==> src/design/assert_macros.svh <==
// Assertion macros shared by the converter.
`ifndef ASSERT_MACROS_SVH
`define ASSERT_MACROS_SVH
// Implication checked at every rising edge outside reset.
`define ASSERT_IMPL(label, clk, rst, ante, cons) \
  label: assert property (@(posedge clk) disable iff (rst) (ante) |-> (cons)) \
    else $error("assertion failed");
// Next-cycle implication checked outside reset.
`define ASSERT_NEXT(label, clk, rst, ante, cons) \
  label: assert property (@(posedge clk) disable iff (rst) (ante) |=> (cons)) \
    else $error("assertion failed");
`endif

==> src/design/ffc_pkg.sv <==
`timescale 1ns / 1ps
package ffc_pkg;
  typedef enum logic [1:0] {
    MODE_BF16_TO_F32 = 2'd0,
    MODE_F16_TO_F32  = 2'd1,
    MODE_F32_TO_BF16 = 2'd2,
    MODE_F32_TO_F16  = 2'd3
  } mode_t;

  typedef struct packed {
    logic [31:0] operand;
    logic        last_element;
  } in_word_t;

  typedef struct packed {
    logic [31:0] result_value;
    logic        end_of_run;
  } out_word_t;

  // Conversion from binary16 to binary32.
  function automatic logic [31:0] f16_to_f32(input logic [15:0] h);
    logic [4:0]  e;
    logic [9:0]  m;
    logic [3:0]  lz;
    logic [10:0] mn;
    logic [7:0]  ex;
    logic [31:0] r;
    e  = h[14:10];
    m  = h[9:0];
    lz = 4'd0;
    for (int i = 0; i < 10; i++) begin
      if (m[i]) lz = 4'(9 - i);
    end
    mn = {1'b0, m} << (lz + 4'd1);
    ex = 8'd112 - 8'(lz);
    if (e == 5'd0) begin
      if (m == 10'd0) r = {h[15], 31'd0};
      else r = {h[15], ex, mn[9:0], 13'd0};
    end else if (e == 5'd31) begin
      r = {h[15], 8'hff, m, 13'd0};
    end else begin
      r = {h[15], 8'(e) + 8'd112, m, 13'd0};
    end
    return r;
  endfunction

  // Rounding conversion from binary32 to bfloat16.
  function automatic logic [15:0] f32_to_bf16(input logic [31:0] x);
    logic [31:0] s;
    s = x + 32'h7fff + {31'd0, x[16]};
    return s[31:16];
  endfunction

  // Rounding conversion from binary32 to binary16.
  function automatic logic [15:0] f32_to_f16(input logic [31:0] x);
    logic [7:0]  ef;
    logic [22:0] m;
    logic [23:0] mf;
    logic [4:0]  sh;
    logic [23:0] hm;
    logic [23:0] rem;
    logic [23:0] mid;
    logic        up;
    logic [10:0] hn;
    logic [15:0] r;
    ef  = x[30:23];
    m   = x[22:0];
    mf  = {1'b1, m};
    sh  = 5'd0;
    hm  = 24'd0;
    rem = 24'd0;
    mid = 24'd0;
    up  = 1'b0;
    hn  = 11'd0;
    if (ef == 8'hff) begin
      if (m == 23'd0) r = {x[31], 15'h7c00};
      else if (m[22:13] == 10'd0) r = {x[31], 5'h1f, 10'd1};
      else r = {x[31], 5'h1f, m[22:13]};
    end else if (ef < 8'd102) begin
      r = {x[31], 15'd0};
    end else if (ef <= 8'd112) begin
      sh  = 5'(8'd126 - ef);
      hm  = mf >> sh;
      rem = mf & ((24'd1 << sh) - 24'd1);
      mid = 24'd1 << (sh - 5'd1);
      up  = (rem > mid) || ((rem == mid) && hm[0]);
      hm  = hm + {23'd0, up};
      r   = {x[31], hm[14:0]};
    end else if (ef >= 8'd143) begin
      r = {x[31], 15'h7c00};
    end else begin
      up = (m[12:0] > 13'h1000) || ((m[12:0] == 13'h1000) && m[13]);
      hn = {1'b0, m[22:13]} + {10'd0, up};
      if (hn[10]) begin
        if (ef == 8'd142) r = {x[31], 15'h7c00};
        else r = {x[31], 5'(ef - 8'd111), 10'd0};
      end else begin
        r = {x[31], 5'(ef - 8'd112), hn[9:0]};
      end
    end
    return r;
  endfunction
endpackage

==> src/design/ffc_core.sv <==
`timescale 1ns / 1ps
module ffc_core import ffc_pkg::*; (
  input  mode_t       mode,
  input  logic [31:0] operand,
  output logic [31:0] result_value
);
  // Select the conversion for the current mode.
  always_comb begin
    unique case (mode)
      MODE_BF16_TO_F32: result_value = {operand[15:0], 16'd0};
      MODE_F16_TO_F32:  result_value = f16_to_f32(operand[15:0]);
      MODE_F32_TO_BF16: result_value = {16'd0, f32_to_bf16(operand)};
      default:          result_value = {16'd0, f32_to_f16(operand)};
    endcase
  end
endmodule

==> src/design/float_format_converter.sv <==
`timescale 1ns / 1ps
// An accepted input word is held in the input register and then in the result
// register, which it enters when the pipeline next advances.
// Throughput: one word per cycle; the input register and result register
// both advance whenever the result register is empty or being taken.
// Reset: synchronous, active high; clears valid flags and sets the mode to
// bf16 to f32.
`include "assert_macros.svh"
module float_format_converter import ffc_pkg::*; (
  input  logic      clk,
  input  logic      rst,
  input  logic      cfg_we,
  input  logic [1:0] cfg_wdata,
  input  logic      in_valid,
  output logic      in_ready,
  input  in_word_t  in_data,
  output logic      out_valid,
  input  logic      out_ready,
  output out_word_t out_data
);
  mode_t       mode;
  logic        s1_valid;
  in_word_t    s1_word;
  logic [31:0] conv;
  logic        advance;

  // The pipeline moves when the result register is free or being taken.
  assign advance  = !out_valid || out_ready;
  assign in_ready = advance;

  // Mode register.
  always_ff @(posedge clk) begin
    if (rst) begin
      mode <= MODE_BF16_TO_F32;
    end else if (cfg_we) begin
      mode <= mode_t'(cfg_wdata);
    end
  end

  // Input register.
  always_ff @(posedge clk) begin
    if (rst) begin
      s1_valid <= 1'b0;
    end else if (advance) begin
      s1_valid <= in_valid;
    end
  end

  always_ff @(posedge clk) begin
    if (advance) begin
      s1_word <= in_data;
    end
  end

  ffc_core u_core (
    .mode         (mode),
    .operand      (s1_word.operand),
    .result_value (conv)
  );

  // Result register.
  always_ff @(posedge clk) begin
    if (rst) begin
      out_valid <= 1'b0;
    end else if (advance) begin
      out_valid <= s1_valid;
    end
  end

  always_ff @(posedge clk) begin
    if (advance) begin
      out_data.result_value <= conv;
      out_data.end_of_run   <= s1_word.last_element;
    end
  end

  // A stalled result word holds its value.
  `ASSERT_NEXT(a_hold, clk, rst, out_valid && !out_ready, out_valid && $stable(out_data))
  // A stage word moves into the result register when the pipe advances.
  `ASSERT_NEXT(a_move, clk, rst, s1_valid && advance, out_valid)
endmodule

==> config.mk <==
export PLATFORM = sky130hd
export DESIGN_NAME = float_format_converter
export DESIGN_NICKNAME = d
export VERILOG_FILES = /design/src/design/ffc_pkg.sv /design/src/design/ffc_core.sv /design/src/design/float_format_converter.sv
export VERILOG_INCLUDE_DIRS = /design/src /design/src/design
export SDC_FILE = /design/constraint.sdc
export NUM_CORES = 1
export LEC_CHECK = 0
export BUFFER_PORTS_ARGS = -buffer_cell sky130_fd_sc_hd__buf_2
export CORE_MARGIN = 1
export CORE_UTILIZATION = 65
export CTS_CLUSTER_SIZE = 30
export DETAILED_ROUTE_END_ITERATION = 10
export PLACE_DENSITY = 0.87
export SLEW_MARGIN = 5
export SYNTH_ARGS = -nofsm -noshare
export SYNTH_HDL_FRONTEND = slang
export SYNTH_SLANG_ARGS = --single-unit
==> constraint.sdc <==
create_clock -name clk -period 12.8 [get_ports clk]
set_clock_uncertainty 0.15 [all_clocks]
set_input_delay 1.92 -clock clk [delete_from_list [all_inputs] [get_ports clk]]
set_output_delay 1.92 -clock clk [all_outputs]
set_load 0.05 [all_outputs]
==> results.yml, run 1 <==
floorplan:
  row_count: 38
  die_w_um: 107
  dieArea_um2: 11500
  die_y_um: 107
  core_area_um2: 10800
  start_util_pct: 66.5
  io_pins: 75
min_path:
  worstHoldPathType: "reg2reg"
placed_design:
  place_congestion: 0.967
  hpwlAfterDp_um: 16200
  io_buffers: 74
pwr:
  power_frac_comb_pct: 39.4
  internal-power_mw: 0.525
  switching_share_pct: 38.9
  ir_worst_vdd_uv: 136
  pwr-share-seq_pct: 35.3
  clkPwrFrac_pct: 25.3
  cellLeakagePower_nw: 3.10
  switching_power_mw: 0.335
  power_density_nw_per_um2: 111
worst_setup_path:
  crit_required_ps: 12900
  worstSetupEndpointType: "register"
  critPathKind: "reg2reg"
  cpLargestDelayFamily: "simple AND/OR/NAND/NOR gates"
  arrival_ps: 7230
  slowest_stage: "edfxtp_1"
  path_common_cell: "ha_1"
  startpoint_type: "register"
  cp_max_fo: 12
  worst-path-buf-inv: 1
  max_stage_delay_ps: 640
sta:
  max_freq_mhz: 140
  setup_viol: 0
  final.setup.tns_ps: 0
  min_period_ps: 7130
  rsz0062_at_grt: "false"
  hold_viol_final: 0
  tightestPinTransition_ps: 1010
  finalMaxSlewViolations: 0
  whs_ps: 303
  relSlewSlack_pct: 32.3
  finalCritPeriodShare_pct: 55.7
yosys:
  syn_avg_cell_area_um2: 8.54
  synth_cell_types: 73
  syn-num-nets: 920
  syn-cell-area_um2: 7180
  synth-edff-count: 66
  yosysTopAreaCell: "edfxtp_1"
  async_flop_share_pct: 0
  postSynthCellCount: 841
  yosysSeqAreaShare_pct: 28.7
  synth_area_leaders: "edfxtp_1 28%, ha_1 6.8%, nand2_1 6.5%"
  synthTopCellsByCount: "124 x nand2_1, 66 x edfxtp_1, 60 x nor2_1"
  ys_warn_count: 0
  ys.flop_type: "edfxtp_1"
  yosysMostFrequentCell: "nand2_1"
  synth_top_area_share_pct: 27.6
  ys_ff_latch: 70
clock_network:
  clk_path_buf_depth: 2
  clkTransAtPathRegs_ps: 80
  clkLatencyLatePin_ps: 370
  cts.sinks: 70
  postCtsSetupBuffers: 0
  cts_inserted_buffers: 9
  cts_tree: "done"
  cts_resized: 0
  ctsHoldBuffers: 0
  htreeDepth: 3
  cts.root.buffer_cell: "clkbuf_8"
drt:
  ant_nets: 0
  wl_per_cell_um: 22.3
  vias: 7079
  drc: 0
  first_pass_iters: 6
  viasPerCell: 7.02
  first_iter_violations: 858
  wirelength_um: 22500
run:
  maxCapViolCount: 0
global_routing:
  grt-ovfl-total: 0
  track_usage_pct: 40.2
  antenna_found_initial: 0
  grt_pass1_vias: 6584
  grt_pass1_wl_um: 35200
  grt_start_max_net_pins: 43
finish:
  area_growth_pct: 7.79
  multiInputGateArea_um2: 4730
  nFillCells: 823
  ff_latch_area_um2: 2060
  layout-drive-gt1-share_pct: 16.9
  diodes: 0
  finish.utilization_pct: 71.7
  nNetsFinal: 943
status:
  status: "finished, final reports clean"
worst register-to-register path, stage by stage (launching register included):
cell	delay, ps
edfxtp_1	640
ha_1	310
nor2b_1	160
o21a_1	330
nor2_1	500
nor2_1	240
nand3_1	140
ha_1	240
inv_1	130
a21oi_2	330
o21ai_1	270
nor3_1	270
mux2_2	370
o22ai_1	190
ha_1	170
nand4_1	140
nor4_1	440
o21ai_0	160
nand2_1	80
nor3_1	40
o21ai_0	70
o22a_1	210
ha_1	250
nand2_1	90
or3b_4	450
or3_1	380
a31oi_1	170
a21o_1	110
power by group through the flow:
stage,sequential (mW),clock (mW),combinational (mW)
after floorplan,0.324,0,0.228
after detailed placement,0.306,0,0.328
final,0.304,0.218,0.339
after CTS,0.301,0.220,0.331
after global routing,0.305,0.227,0.364
after global placement,0.305,0,0.321
placed cells by master, fill, tap and decap left out, types with 13 or more instances in the layout:
cell	count
nand2_1	124
buf_2	74
edfxtp_1	66
nor2_1	60
a21oi_1	57
o21ai_0	44
ha_1	39
mux2i_1	37
nand3_1	26
xnor2_1	25
nor3_1	21
mux4_2	18
inv_1	16
nor2b_1	14
o21a_1	13
nand4_1	13
buf_4	13
path summary, 6_finish.rpt:
| check | cells after the start | end | from | slack, ps |
|---|---|---|---|---|
| setup / recovery | 27 | out_data[10] | s1_word[26] | 5670 |
| hold / removal | 0 | out_data[0] | s1_word[0] | 300 |
| setup reg to reg | 27 | out_data[10] | s1_word[26] | 5670 |
| hold reg to reg | 0 | out_data[0] | s1_word[0] | 300 |
sequential cells by signal (all words and copies together) (netlist names):
| register | flops |
|---|---|
| mode | 2 |
| s1_valid | 1 |
| s1_word | 33 |
| out_data | 33 |
| out_valid | 1 |
stage by stage:
| stage | instance area, µm² | setup slack, ps | cells | power (mW) |
|---|---|---|---|---|
| 6_report | 7740 | 5670 | 1009 | 0.860 |
| 5_1_grt | 7740 | 5110 | 1009 | 0.896 |
| 4_1_cts | 7740 | 5770 | 1009 | 0.852 |
| 3_5_place_dp | 7500 | 5820 | 993 | 0.634 |
| 3_3_place_gp | 7500 | 6020 | 993 | 0.626 |
| 2_1_floorplan | 7180 | 6580 | 841 | 0.552 |
final cells by class:
type / count / share of cell area, %
sequential: 70 / 26.6
multi-input combinational: 679 / 61.1
tap: 140 / 2.26
timing repair buffer: 87 / 6.04
clock buffer: 9 / 1.60
clock inverter: 7 / 1.55
inverter: 17 / 0.824
cells by family (layout without fill, tap and decap cells):
logic type      count (synthesis)  in the layout  share of synthesized area (%)
compound gates                213            213                           19.1
xor+xnor                       41             41                           5.57
fa+ha+maj                      39             39                           6.79
buf+inv                        92            120                           5.49
flops                          70             70                           28.7
mux                            67             67                           13.1
simple gates                  319            319                           21.2
layer usage:
layer	track usage [%]	up-vias	share of wire, %
met5	0	-	0
met4	12.6	0	2.9
met3	9.79	76	11
met2	63.4	475	46
met1	54.5	3353	40
li1	-	3175	-
Note: power is estimated with default switching activity, not from simulation.
==> run 2: changes to the inputs <==
ABC_AREA = 1   (was not set)
CORE_UTILIZATION = 55   (was 65)
PLACE_DENSITY = 0.78   (was 0.87)
clock period = 5.9 ns   (was 12.8 ns; I/O delays follow)
==> run 2 against run 1 <==
  * Synthesized cell count rose by 31%
  * Flip-flop and latch count did not move
  * Via count rose by 14%
  * Final cell count rose by 33%
  * Count of clock-buffer cells in the layout did not move
  * Global-route usage fell by 4.6 points
  * Die area rose by 21%
  * Design area rose by 5.4%
  * Non-clock buffer count fell by 2
  * Routed wire length rose by 6.8%
  * Critical path type unchanged
  * Largest cell class unchanged
  * Highest routed layer unchanged
==> results.yml, run 2 <==
floorplan:
  row_count: 42
  start_util_pct: 56.2
  io_pins: 75
  dieArea_um2: 13900
  core_area_um2: 13200
  die_y_um: 118
  die_w_um: 118
worst_setup_path:
  path_common_cell: "nand2_1"
  reg2reg_to: "out_data[6]"
  r2r-start: "s1_word[25]"
  endpoint: "out_data[6]"
  r2r_cells: 34
  slowest_stage: "edfxtp_1"
  arrival_ps: 5280
  critPathKind: "reg2reg"
  worstSetupEndpointType: "register"
  max_stage_delay_ps: 500
  cp_max_fo: 7
  crit_required_ps: 5850
  startpoint_type: "register"
  crit_start: "s1_word[25]"
  reg2reg_slack_ps: 570
yosys:
  synth-edff-count: 66
  synth_area_leaders: "edfxtp_1 27%, nand2_1 16%, nand3_1 10%"
  yosysMostFrequentCell: "nand2_1"
  ys_ff_latch: 70
  synth_top_area_share_pct: 26.8
  yosysTopAreaCell: "edfxtp_1"
  syn-num-nets: 1184
  yosysSeqAreaShare_pct: 27.8
  ys.flop_type: "edfxtp_1"
  syn-cell-area_um2: 7410
  async_flop_share_pct: 0
  synth_cell_types: 49
  ys_warn_count: 0
  synthTopCellsByCount: "325 x nand2_1, 152 x nand3_1, 96 x inv_1"
  postSynthCellCount: 1105
  syn_avg_cell_area_um2: 6.70
clock_network:
  ctsHoldBuffers: 0
  htreeDepth: 3
  clkTransAtPathRegs_ps: 60
  cts_inserted_buffers: 9
  cts_tree: "done"
  cts.root.buffer_cell: "clkbuf_16"
  cts.sinks: 70
  clkLatencyLatePin_ps: 360
  clk_path_buf_depth: 2
drt:
  drc: 0
  ant_nets: 0
  vias: 8056
  wl_per_cell_um: 17.9
  viasPerCell: 5.98
  first_pass_iters: 5
  first_iter_violations: 1140
  wirelength_um: 24000
global_routing:
  antenna_found_initial: 0
  grt_pass1_wl_um: 38200
  grt_start_max_net_pins: 49
  grt_pass1_vias: 7266
  track_usage_pct: 35.6
  grt-ovfl-total: 0
pwr:
  power_density_nw_per_um2: 254
  ir_worst_vdd_uv: 184
  cellLeakagePower_nw: 3.99
sta:
  min_period_ps: 5330
  setup_viol: 0
  final.setup.tns_ps: 0
  hold_viol_final: 0
  tightestPinTransition_ps: 779
  finalMaxSlewViolations: 0
  finalCritPeriodShare_pct: 90.4
  relSlewSlack_pct: 47.9
  max_freq_mhz: 188
finish:
  final_common_cell: "nand2_1"
  layout-drive-gt1-share_pct: 16.7
  final_cells: 1347
  diodes: 0
  final_cell_mix: "325 x nand2_1, 152 x nand3_1, 95 x inv_1"
  nNetsFinal: 1245
  biggestRegsByFlops: "out_data x33, s1_word x33, mode x2"
  area_growth_pct: 10.1
run:
  maxCapViolCount: 0
placed_design:
  dp.cells: 1329
  io_buffers: 74
  place_congestion: 1.00
  hpwlAfterDp_um: 18800
status:
  status: "finished, final reports clean"
min_path:
  min_path_cells: 0
  worstHoldPathType: "reg2reg"
==> run 2: logic make-up after synthesis <==
group	after synthesis	synth area share, %
adders and majority gates	39	6.59
DFF	70	27.8
and+or+nand+nor	658	41.6
xor gates and xnor gates	17	2.01
AOI/OAI and AO/OA	166	12.7
buffers and inverters	155	9.26
==> run 2: cell type report <==
cell class              count  area [µm²]
flip-flops and latches     70        2060
repair buffers             85         457
inverters                 120         450
fillers                  1281        5030
clock buffers               9         225
clock inverters             7        73.8
well taps                 176         220
multi-input cells         880        4670
==> run 2: critical path: cells and delay by family, from the launching register on <==
family                   cells  cell delay (ps)
AO/OA/AOI/OAI                3              590
XOR/XNOR                     2              340
adder cells (fa/ha/maj)      4              950
buffers and inverters        3              270
flip-flops                   1              500
AND/OR/NAND/NOR             22             2270
==> run 2: worst min path at each step <==
stage                          start          end  slack (ps)
after floorplan           s1_word[0]  out_data[0]         250
after detailed placement  s1_word[0]  out_data[0]         270
after global placement    s1_word[0]  out_data[0]         260
final                     s1_word[0]  out_data[0]         280
after CTS                 s1_word[0]  out_data[0]         280
after global routing      s1_word[0]  out_data[0]         290
==> run 2: routing by layer <==
layer  up-vias  share of wire (%)  GRT usage (%)
met5         -                  0              0
met4         0                3.8           17.0
met3        67                9.8           8.67
met2       430                 42           51.2
met1      3696                 44           49.9
li1       3863                  -              -
==> run 2: power by group <==
part	total [mW]	leakage [nW]	internal (mW)	switching (mW)
combinational	0.870	3.10	0.263	0.606
clock	0.558	0.146	0.328	0.230
sequential	0.645	0.751	0.596	0.0490
total	2.07	3.99	1.19	0.885
==> run 2: metrics by stage <==
stage	area, µm²	hold slack (ps)	setup slack (ps)	utilization [%]	power [mW]
6_report	8160	276	567	61.9	2.07
5_1_grt	8160	292	-6.02	61.9	2.20
4_1_cts	8130	282	455	61.6	2.06
3_5_place_dp	7830	267	476	59.4	1.50
3_3_place_gp	7830	260	629	59.4	1.50
2_1_floorplan	7410	250	1260	-	1.30
==> run 2: repair_timing <==
action,in CTS,in global routing
buffers inserted,0,2
setup endpoints to repair,0,14
gates resized for setup,0,4
